**src/hdl/bdeq_pkg.sv**
```systemverilog
// ----------------------------------------------------------------------------
// bdeq_pkg
// Shared codes, state type and controller/datapath signal groups for the
// bounded double-ended queue.
// ----------------------------------------------------------------------------
package bdeq_pkg;

	localparam int ACTION_W = 2;
	localparam int WORD_W   = 32;
	localparam int STATUS_W = 2;
	localparam int OCC_W    = 5;

	localparam logic [ACTION_W-1:0] ACT_PUSH_BACK  = 2'd0;
	localparam logic [ACTION_W-1:0] ACT_PUSH_FRONT = 2'd1;
	localparam logic [ACTION_W-1:0] ACT_POP_FRONT  = 2'd2;
	localparam logic [ACTION_W-1:0] ACT_POP_BACK   = 2'd3;

	localparam logic [STATUS_W-1:0] ST_OK    = 2'd0;
	localparam logic [STATUS_W-1:0] ST_EMPTY = 2'd1;
	localparam logic [STATUS_W-1:0] ST_FULL  = 2'd2;

	typedef enum logic [2:0] {
		S_IDLE = 3'b001,
		S_EXEC = 3'b010,
		S_RESP = 3'b100
	} state_t;

	// Commands from the controller to the datapath.
	typedef struct packed {
		logic load;     // capture the incoming item
		logic exec;     // evaluate the item and record its status
		logic apply;    // the operation is legal: move pointers, touch memory
		logic respond;  // present the result for one cycle
	} cmd_t;

	// Status from the datapath to the controller.
	typedef struct packed {
		logic is_push;
		logic full;
		logic empty;
	} flags_t;

endpackage

```
**src/hdl/bounded_double_ended_queue.sv**
```systemverilog
// ----------------------------------------------------------------------------
// bounded_double_ended_queue
// Double-ended queue of signed 32-bit words held in a ring of DEPTH entries.
// Each item goes through accept, execute (with one memory port access) and respond;
// busy stays high from accept through respond, so a new item is taken only once the
// previous one is through.
// Reset clears head, tail and count at once; storage is not cleared.
// The result strobe lasts one cycle and cannot be stalled by the receiver.
// ----------------------------------------------------------------------------
module bounded_double_ended_queue #(
	parameter int DEPTH = 16
) (
	input  logic                                  clk,
	input  logic                                  arst_n,
	input  logic                                  start,
	output logic                                  busy,
	input  logic        [bdeq_pkg::ACTION_W-1:0]  action,
	input  logic signed [bdeq_pkg::WORD_W-1:0]    value,
	output logic                                  done,
	output logic signed [bdeq_pkg::WORD_W-1:0]    popped_value,
	output logic        [bdeq_pkg::STATUS_W-1:0]  status,
	output logic        [bdeq_pkg::OCC_W-1:0]     occupancy
);
	import bdeq_pkg::*;

	cmd_t   cmd;
	flags_t flags;

	// Controller: walks each item through accept, execute and respond,
	// and decides from the datapath flags whether the operation is legal.
	bdeq_controller u_ctrl (
		.clk    (clk),
		.arst_n (arst_n),
		.start  (start),
		.flags  (flags),
		.cmd    (cmd),
		.busy   (busy)
	);

	// Datapath: hold the item, move the pointers, write or read one entry,
	// and keep the result registers stable through the respond cycle.
	bdeq_datapath #(
		.DEPTH (DEPTH)
	) u_dp (
		.clk          (clk),
		.arst_n       (arst_n),
		.cmd          (cmd),
		.flags        (flags),
		.action       (action),
		.value        (value),
		.popped_value (popped_value),
		.status       (status),
		.occupancy    (occupancy)
	);

	// Strobe the result in the respond cycle only.
	assign done = cmd.respond;

endmodule

```
**src/hdl/bdeq_controller.sv**
```systemverilog
// ----------------------------------------------------------------------------
// bdeq_controller
// Sequencer for one item: accept, execute, respond.
// ----------------------------------------------------------------------------
module bdeq_controller (
	input  logic             clk,
	input  logic             arst_n,
	input  logic             start,
	input  bdeq_pkg::flags_t flags,
	output bdeq_pkg::cmd_t   cmd,
	output logic             busy
);
	import bdeq_pkg::*;

	state_t state_q;
	state_t state_next;
	logic   legal;

	// A push needs a free slot, a pop needs an entry.
	assign legal = flags.is_push ? !flags.full : !flags.empty;

	always_comb begin
		cmd        = '0;
		busy       = 1'b1;
		state_next = state_q;
		unique case (state_q)
			S_IDLE: begin
				busy = 1'b0;
				if (start) begin
					cmd.load   = 1'b1;
					state_next = S_EXEC;
				end
			end
			S_EXEC: begin
				cmd.exec   = 1'b1;
				cmd.apply  = legal;
				state_next = S_RESP;
			end
			S_RESP: begin
				cmd.respond = 1'b1;
				state_next  = S_IDLE;
			end
			default: begin
				state_next = S_IDLE;
			end
		endcase
	end

	always_ff @(posedge clk or negedge arst_n) begin
		if (!arst_n) begin
			state_q <= S_IDLE;
		end else begin
			state_q <= state_next;
		end
	end

endmodule

```
**src/hdl/bdeq_datapath.sv**
```systemverilog
// ----------------------------------------------------------------------------
// bdeq_datapath
// Ring storage, head/tail pointers, entry count and result registers.
// ----------------------------------------------------------------------------
module bdeq_datapath #(
	parameter int DEPTH = 16
) (
	input  logic                                  clk,
	input  logic                                  arst_n,
	input  bdeq_pkg::cmd_t                        cmd,
	output bdeq_pkg::flags_t                      flags,
	input  logic        [bdeq_pkg::ACTION_W-1:0]  action,
	input  logic signed [bdeq_pkg::WORD_W-1:0]    value,
	output logic signed [bdeq_pkg::WORD_W-1:0]    popped_value,
	output logic        [bdeq_pkg::STATUS_W-1:0]  status,
	output logic        [bdeq_pkg::OCC_W-1:0]     occupancy
);
	import bdeq_pkg::*;

	localparam int IW = $clog2(DEPTH);
	localparam int CW = $clog2(DEPTH + 1);
	localparam logic [IW-1:0] LAST_IDX = IW'(DEPTH - 1);
	localparam logic [CW-1:0] FULL_CNT = CW'(DEPTH);

	logic        [ACTION_W-1:0] action_q;
	logic signed [WORD_W-1:0]   value_q;
	logic        [IW-1:0]       head_q;
	logic        [IW-1:0]       tail_q;
	logic        [CW-1:0]       count_q;
	logic signed [WORD_W-1:0]   mem [DEPTH];
	logic signed [WORD_W-1:0]   rd_data_q;
	logic        [STATUS_W-1:0] status_q;
	logic                       pop_ok_q;

	logic [IW-1:0] head_next;
	logic [IW-1:0] head_prev;
	logic [IW-1:0] tail_next;
	logic [IW-1:0] tail_prev;
	logic [IW-1:0] wr_addr;
	logic [IW-1:0] rd_addr;
	logic          is_push;

	assign head_next = (head_q == LAST_IDX) ? '0 : head_q + 1'b1;
	assign head_prev = (head_q == '0) ? LAST_IDX : head_q - 1'b1;
	assign tail_next = (tail_q == LAST_IDX) ? '0 : tail_q + 1'b1;
	assign tail_prev = (tail_q == '0) ? LAST_IDX : tail_q - 1'b1;

	assign is_push = (action_q == ACT_PUSH_BACK) || (action_q == ACT_PUSH_FRONT);
	assign wr_addr = (action_q == ACT_PUSH_BACK) ? tail_q : head_prev;
	assign rd_addr = (action_q == ACT_POP_FRONT) ? head_q : tail_prev;

	assign flags.is_push = is_push;
	assign flags.full    = (count_q == FULL_CNT);
	assign flags.empty   = (count_q == '0);

	always_ff @(posedge clk) begin
		if (cmd.load) begin
			action_q <= action;
			value_q  <= value;
		end
	end

	always_ff @(posedge clk or negedge arst_n) begin
		if (!arst_n) begin
			head_q  <= '0;
			tail_q  <= '0;
			count_q <= '0;
		end else if (cmd.apply) begin
			case (action_q)
				ACT_PUSH_BACK:  tail_q <= tail_next;
				ACT_PUSH_FRONT: head_q <= head_prev;
				ACT_POP_FRONT:  head_q <= head_next;
				default:        tail_q <= tail_prev;
			endcase
			count_q <= is_push ? count_q + 1'b1 : count_q - 1'b1;
		end
	end

	always_ff @(posedge clk) begin
		if (cmd.apply && is_push) begin
			mem[wr_addr] <= value_q;
		end
		if (cmd.apply && !is_push) begin
			rd_data_q <= mem[rd_addr];
		end
	end

	always_ff @(posedge clk or negedge arst_n) begin
		if (!arst_n) begin
			status_q <= ST_OK;
			pop_ok_q <= 1'b0;
		end else if (cmd.exec) begin
			status_q <= cmd.apply ? ST_OK : (is_push ? ST_FULL : ST_EMPTY);
			pop_ok_q <= cmd.apply && !is_push;
		end
	end

	assign popped_value = pop_ok_q ? rd_data_q : '0;
	assign status       = status_q;
	assign occupancy    = OCC_W'(count_q);

endmodule

```
**config.mk**
```make
export PLATFORM = sky130hd
export DESIGN_NAME = bounded_double_ended_queue
export DESIGN_NICKNAME = d
export VERILOG_FILES = /design/src/hdl/bdeq_pkg.sv /design/src/hdl/bounded_double_ended_queue.sv /design/src/hdl/bdeq_controller.sv /design/src/hdl/bdeq_datapath.sv
export SDC_FILE = /design/constraint.sdc
export NUM_CORES = 1
export LEC_CHECK = 0
export ABC_AREA = 1
export BUFFER_PORTS_ARGS = -buffer_cell sky130_fd_sc_hd__buf_2
export CORE_MARGIN = 4
export CORE_UTILIZATION = 30
export DETAILED_ROUTE_END_ITERATION = 6
export PLACE_DENSITY = 0.49
export SLEW_MARGIN = 5
export SYNTH_ARGS = -nofsm -noshare
export SYNTH_HDL_FRONTEND = slang
export SYNTH_HIERARCHICAL = 1
export SYNTH_SLANG_ARGS = --single-unit
```
**constraint.sdc**
```tcl
create_clock -name clk -period 3.95 [get_ports clk]
set_input_delay 0 -clock clk [delete_from_list [all_inputs] [get_ports clk]]
set_output_delay 0 -clock clk [all_outputs]
set_load 0.02 [all_outputs]
```
==> reports/metrics.yaml <==
final.hold.worst_slack_ns: 0.09017
maxCapViolCount: 0
diodes: 0
hold_class: "in2reg"
layout-drive-gt1-share_pct: 11.06
max_slew.worst_pin.slew_ns: 0.9840
path_cells: "inv_1 > ha_1 > nor2_1 > inv_1 > nand2_1 > o21ai_0 > nor2_1 > nand2_1 > nor2_1 > nand2_1 > nor2_4 > buf_12"
cts_made_buffers: 71
post-route-min-period_ns: 3.264
synth_enable_flop_cells: 578
synth_nets: 2410
fin_ws_ns: 0.6855
dr.pass1.iters: 5
ys_seq_elements: 597
place.gp.congestion: 0.7805
post_synth_inst_count: 2362
io_buffers: 77
largest_net_degree_at_the_start_of_global_routing: 129
synthSimpleGateAreaFrac_pct: 21.21
wirelength_mm: 71.24
timing.clock.skew_ns: 0.03047
muxShareOfSynthArea_pct: 0.04378
postRouteAntennaNets: 0
crit_required_ns: 4.25
drc: 0
setup.worst_path.end_class: "flop"
dr.first_iter.drc_count: 1471
netsw_uw: 9206
share_seq_of_total_power_pct: 35.7
wl_per_cell_um: 19.43
outcome: "completed"
synth-main-ff-cell: "edfxtp_1"
cts.sinks: 597
layout.filler_cells: 8494
grt_antenna_before_repair: 0
core.rowCount: 107
timing.critical_path.from_type: "flop"
setup_violations: 0
maxSlewHeadroom_pct: 34.15
die_area_um2: 90480
detail_route.vias_per_cell: 4.723
maxSlewViolCount: 0
share_comb_of_total_power_pct: 36.1
dominant_combinational_cell_family_by_area_after_synthesis: "simple AND/OR/NAND/NOR gates"
post_cts.repair.setup_buffers: 0
synth_compound_area_share_pct: 0.7930
tritoncts_clock_tree: "yes"
synth.yosys.warnings: 6
finalSetupTns_ns: 0
final_net_count: 2515
groute.usage.overall_pct: 15.60
multiInputGateArea_um2: 6075
post-route-period-util_pct: 82.64
clk_transition_reported_paths_ns: 0.06
pwr-share-clk_pct: 28.2
worst_skew_pair.late_latency_ns: 0.62
power_density_over_the_cells_nw_per_um2: 763.7
die_y_um: 300.8
peakVddDrop_uv: 1079
top_achievable_clock_speed_mhz: 306.3
place.detailed.hpwl_mm: 42.04
design.core.area_um2: 85150
dr_total_vias: 17318
xor_xnor_portion_of_the_synthesized_cell_area_pct: 0.2724
switching_share_pct: 39.75
sequential_cell_area_um2: 17830
timing_worst_setup_path_type: "reg2reg"
syn_area_per_cell_um2: 10.89
grt.overflow.total: 0
layout.cells.most_common: "nand2_1"
power.internal_uw: 13950
hold_violations: 0
top_level_ports: 78
timing.critical_path.buf_inv: 3
synthesis_to_layout_area_growth_pct: 17.92
clock_tree.buffer_depth: 3
cp.arrival_ns: 3.56
rsz0062_at_grt: "false"
synth.distinct_cells: 37
async_flop_share_pct: 3.183
dieWidth_um: 300.8
pre_cts_slack_ns: 0.7011
start_util_pct: 30.20
cts_root_buffer: "clkbuf_16"
critical_path.slowest_cell: "nor2_1"
first_pass_grt_wire_length_mm: 107.0
most-common-layout-cells: "nand2_1, nand3_1, edfxtp_1, inv_1, buf_2"
critical-path-max-stage-delay_ns: 0.39
critPathTopFamily: "simple AND/OR/NAND/NOR gates"
p_leak_uw: 0.01237
cts.htree.levels: 3
vias_in_the_first_global_route: 16657
synth_area_um2: 25720
register_to_register_setup_slack_ns: 0.69
seq_area_frac_synth_pct: 69.34
synth_fa_ha_area_share_pct: 0.5643
crit_fanout: 18
[final timing paths]
path	to	from	depth (start not counted)
max	u_dp/mem[12][14]$_DFFE_PP_	u_dp/action_q[0]$_DFFE_PP_	12
min	u_dp/value_q[23]$_DFFE_PP_	value[23]	2
max reg2reg	u_dp/mem[12][14]$_DFFE_PP_	u_dp/action_q[0]$_DFFE_PP_	12
min reg2reg	u_ctrl/state_q[0]$_DFFE_PN1P_	u_ctrl/state_q[2]$_DFFE_PN0P_	3
max in group asynchronous	u_dp/pop_ok_q$_DFFE_PN0P_	arst_n	4
min in group asynchronous	u_ctrl/state_q[0]$_DFFE_PN1P_	arst_n	3
[routing by layer]
layer | up-vias | GRT usage [%] | share of wire [%]
li1 | 8166 | - | -
met1 | 8522 | 21.32 | 44
met2 | 513 | 25.70 | 48
met3 | 117 | 2.538 | 5.6
met4 | 0 | 4.561 | 2.5
met5 | - | 0 | 0
[power by group through the flow]
stage	logic [uW]	registers (uW)	clock network, uW
floorplan	5610	8120	0
global placement	8380	8400	0
global route	9250	8320	6990
finish	8360	8260	6540
CTS	8470	8280	6710
detailed placement	8410	8410	0
[Yosys cell counts, types with 7 or more instances]
cell type / instances / share of area [%]
nand2_1: 609 / 8.9
nand3_1: 587 / 11
edfxtp_1: 578 / 67
inv_1: 318 / 4.6
buf_2: 56 / 1.1
nor2_1: 36 / 0.53
clkbuf_1: 29 / 0.42
buf_1: 24 / 0.35
buf_6: 20 / 0.88
dfrtp_1: 18 / 1.8
o21ai_0: 13 / 0.25
buf_4: 10 / 0.29
ha_1: 10 / 0.49
a21oi_1: 9 / 0.18
xor2_1: 7 / 0.24
[stage by stage]
stage | power (uW) | std cells | util, % | instance area, um^2
floorplan | 13730 | 2362 | - | 25720
CTS | 23460 | 3667 | 35.62 | 30330
global placement | 16780 | 3500 | 32.41 | 27600
detailed placement | 16820 | 3500 | 32.41 | 27600
global route | 24560 | 3667 | 35.62 | 30330
finish | 23160 | 3667 | 35.62 | 30330
[sequential cells by signal, indices dropped and copies added (netlist names)]
signal / cells
u_dp/status: 2
u_ctrl/state_q: 3
u_dp/tail_q: 4
u_dp/head_q: 4
u_dp/action_q: 2
u_dp/rd_data_q: 32
u_dp/mem: 512
u_dp/occupancy: 5
u_dp/pop_ok_q: 1
u_dp/value_q: 32
[worst register-to-register path, stage by stage (launching register included)]
cell	delay, ns
edfxtp_1	0.35
inv_1	0.07
ha_1	0.31
nor2_1	0.39
inv_1	0.11
nand2_1	0.08
o21ai_0	0.08
nor2_1	0.23
nand2_1	0.24
nor2_1	0.21
nand2_1	0.28
nor2_4	0.36
buf_12	0.23
[layout make-up]
| cell class | count | share of cell area [%] |
|---|---|---|
| timing repair buffer | 171 | 4.654 |
| clock inverter | 45 | 1.729 |
| sequential | 597 | 58.81 |
| multi-input combinational | 1301 | 20.03 |
| clock buffer | 84 | 6.019 |
| tap | 1144 | 4.720 |
| inverter | 325 | 4.039 |
[kinds of logic (layout without fill, tap and decap cells)]
family | count (synthesis) | count (layout)
simple gates | 1245 | 1245
mux | 1 | 1
fa+ha+maj | 11 | 11
xor+xnor | 8 | 8
flops | 597 | 597
compound gates | 36 | 36
buf+inv | 464 | 625
[repair_timing]
action / CTS / global route
hold buffers: 38 / 0
gates resized for setup: 0 / 0
hold endpoints to repair: 65 / 0
Note: power is estimated with default switching activity, not from simulation.
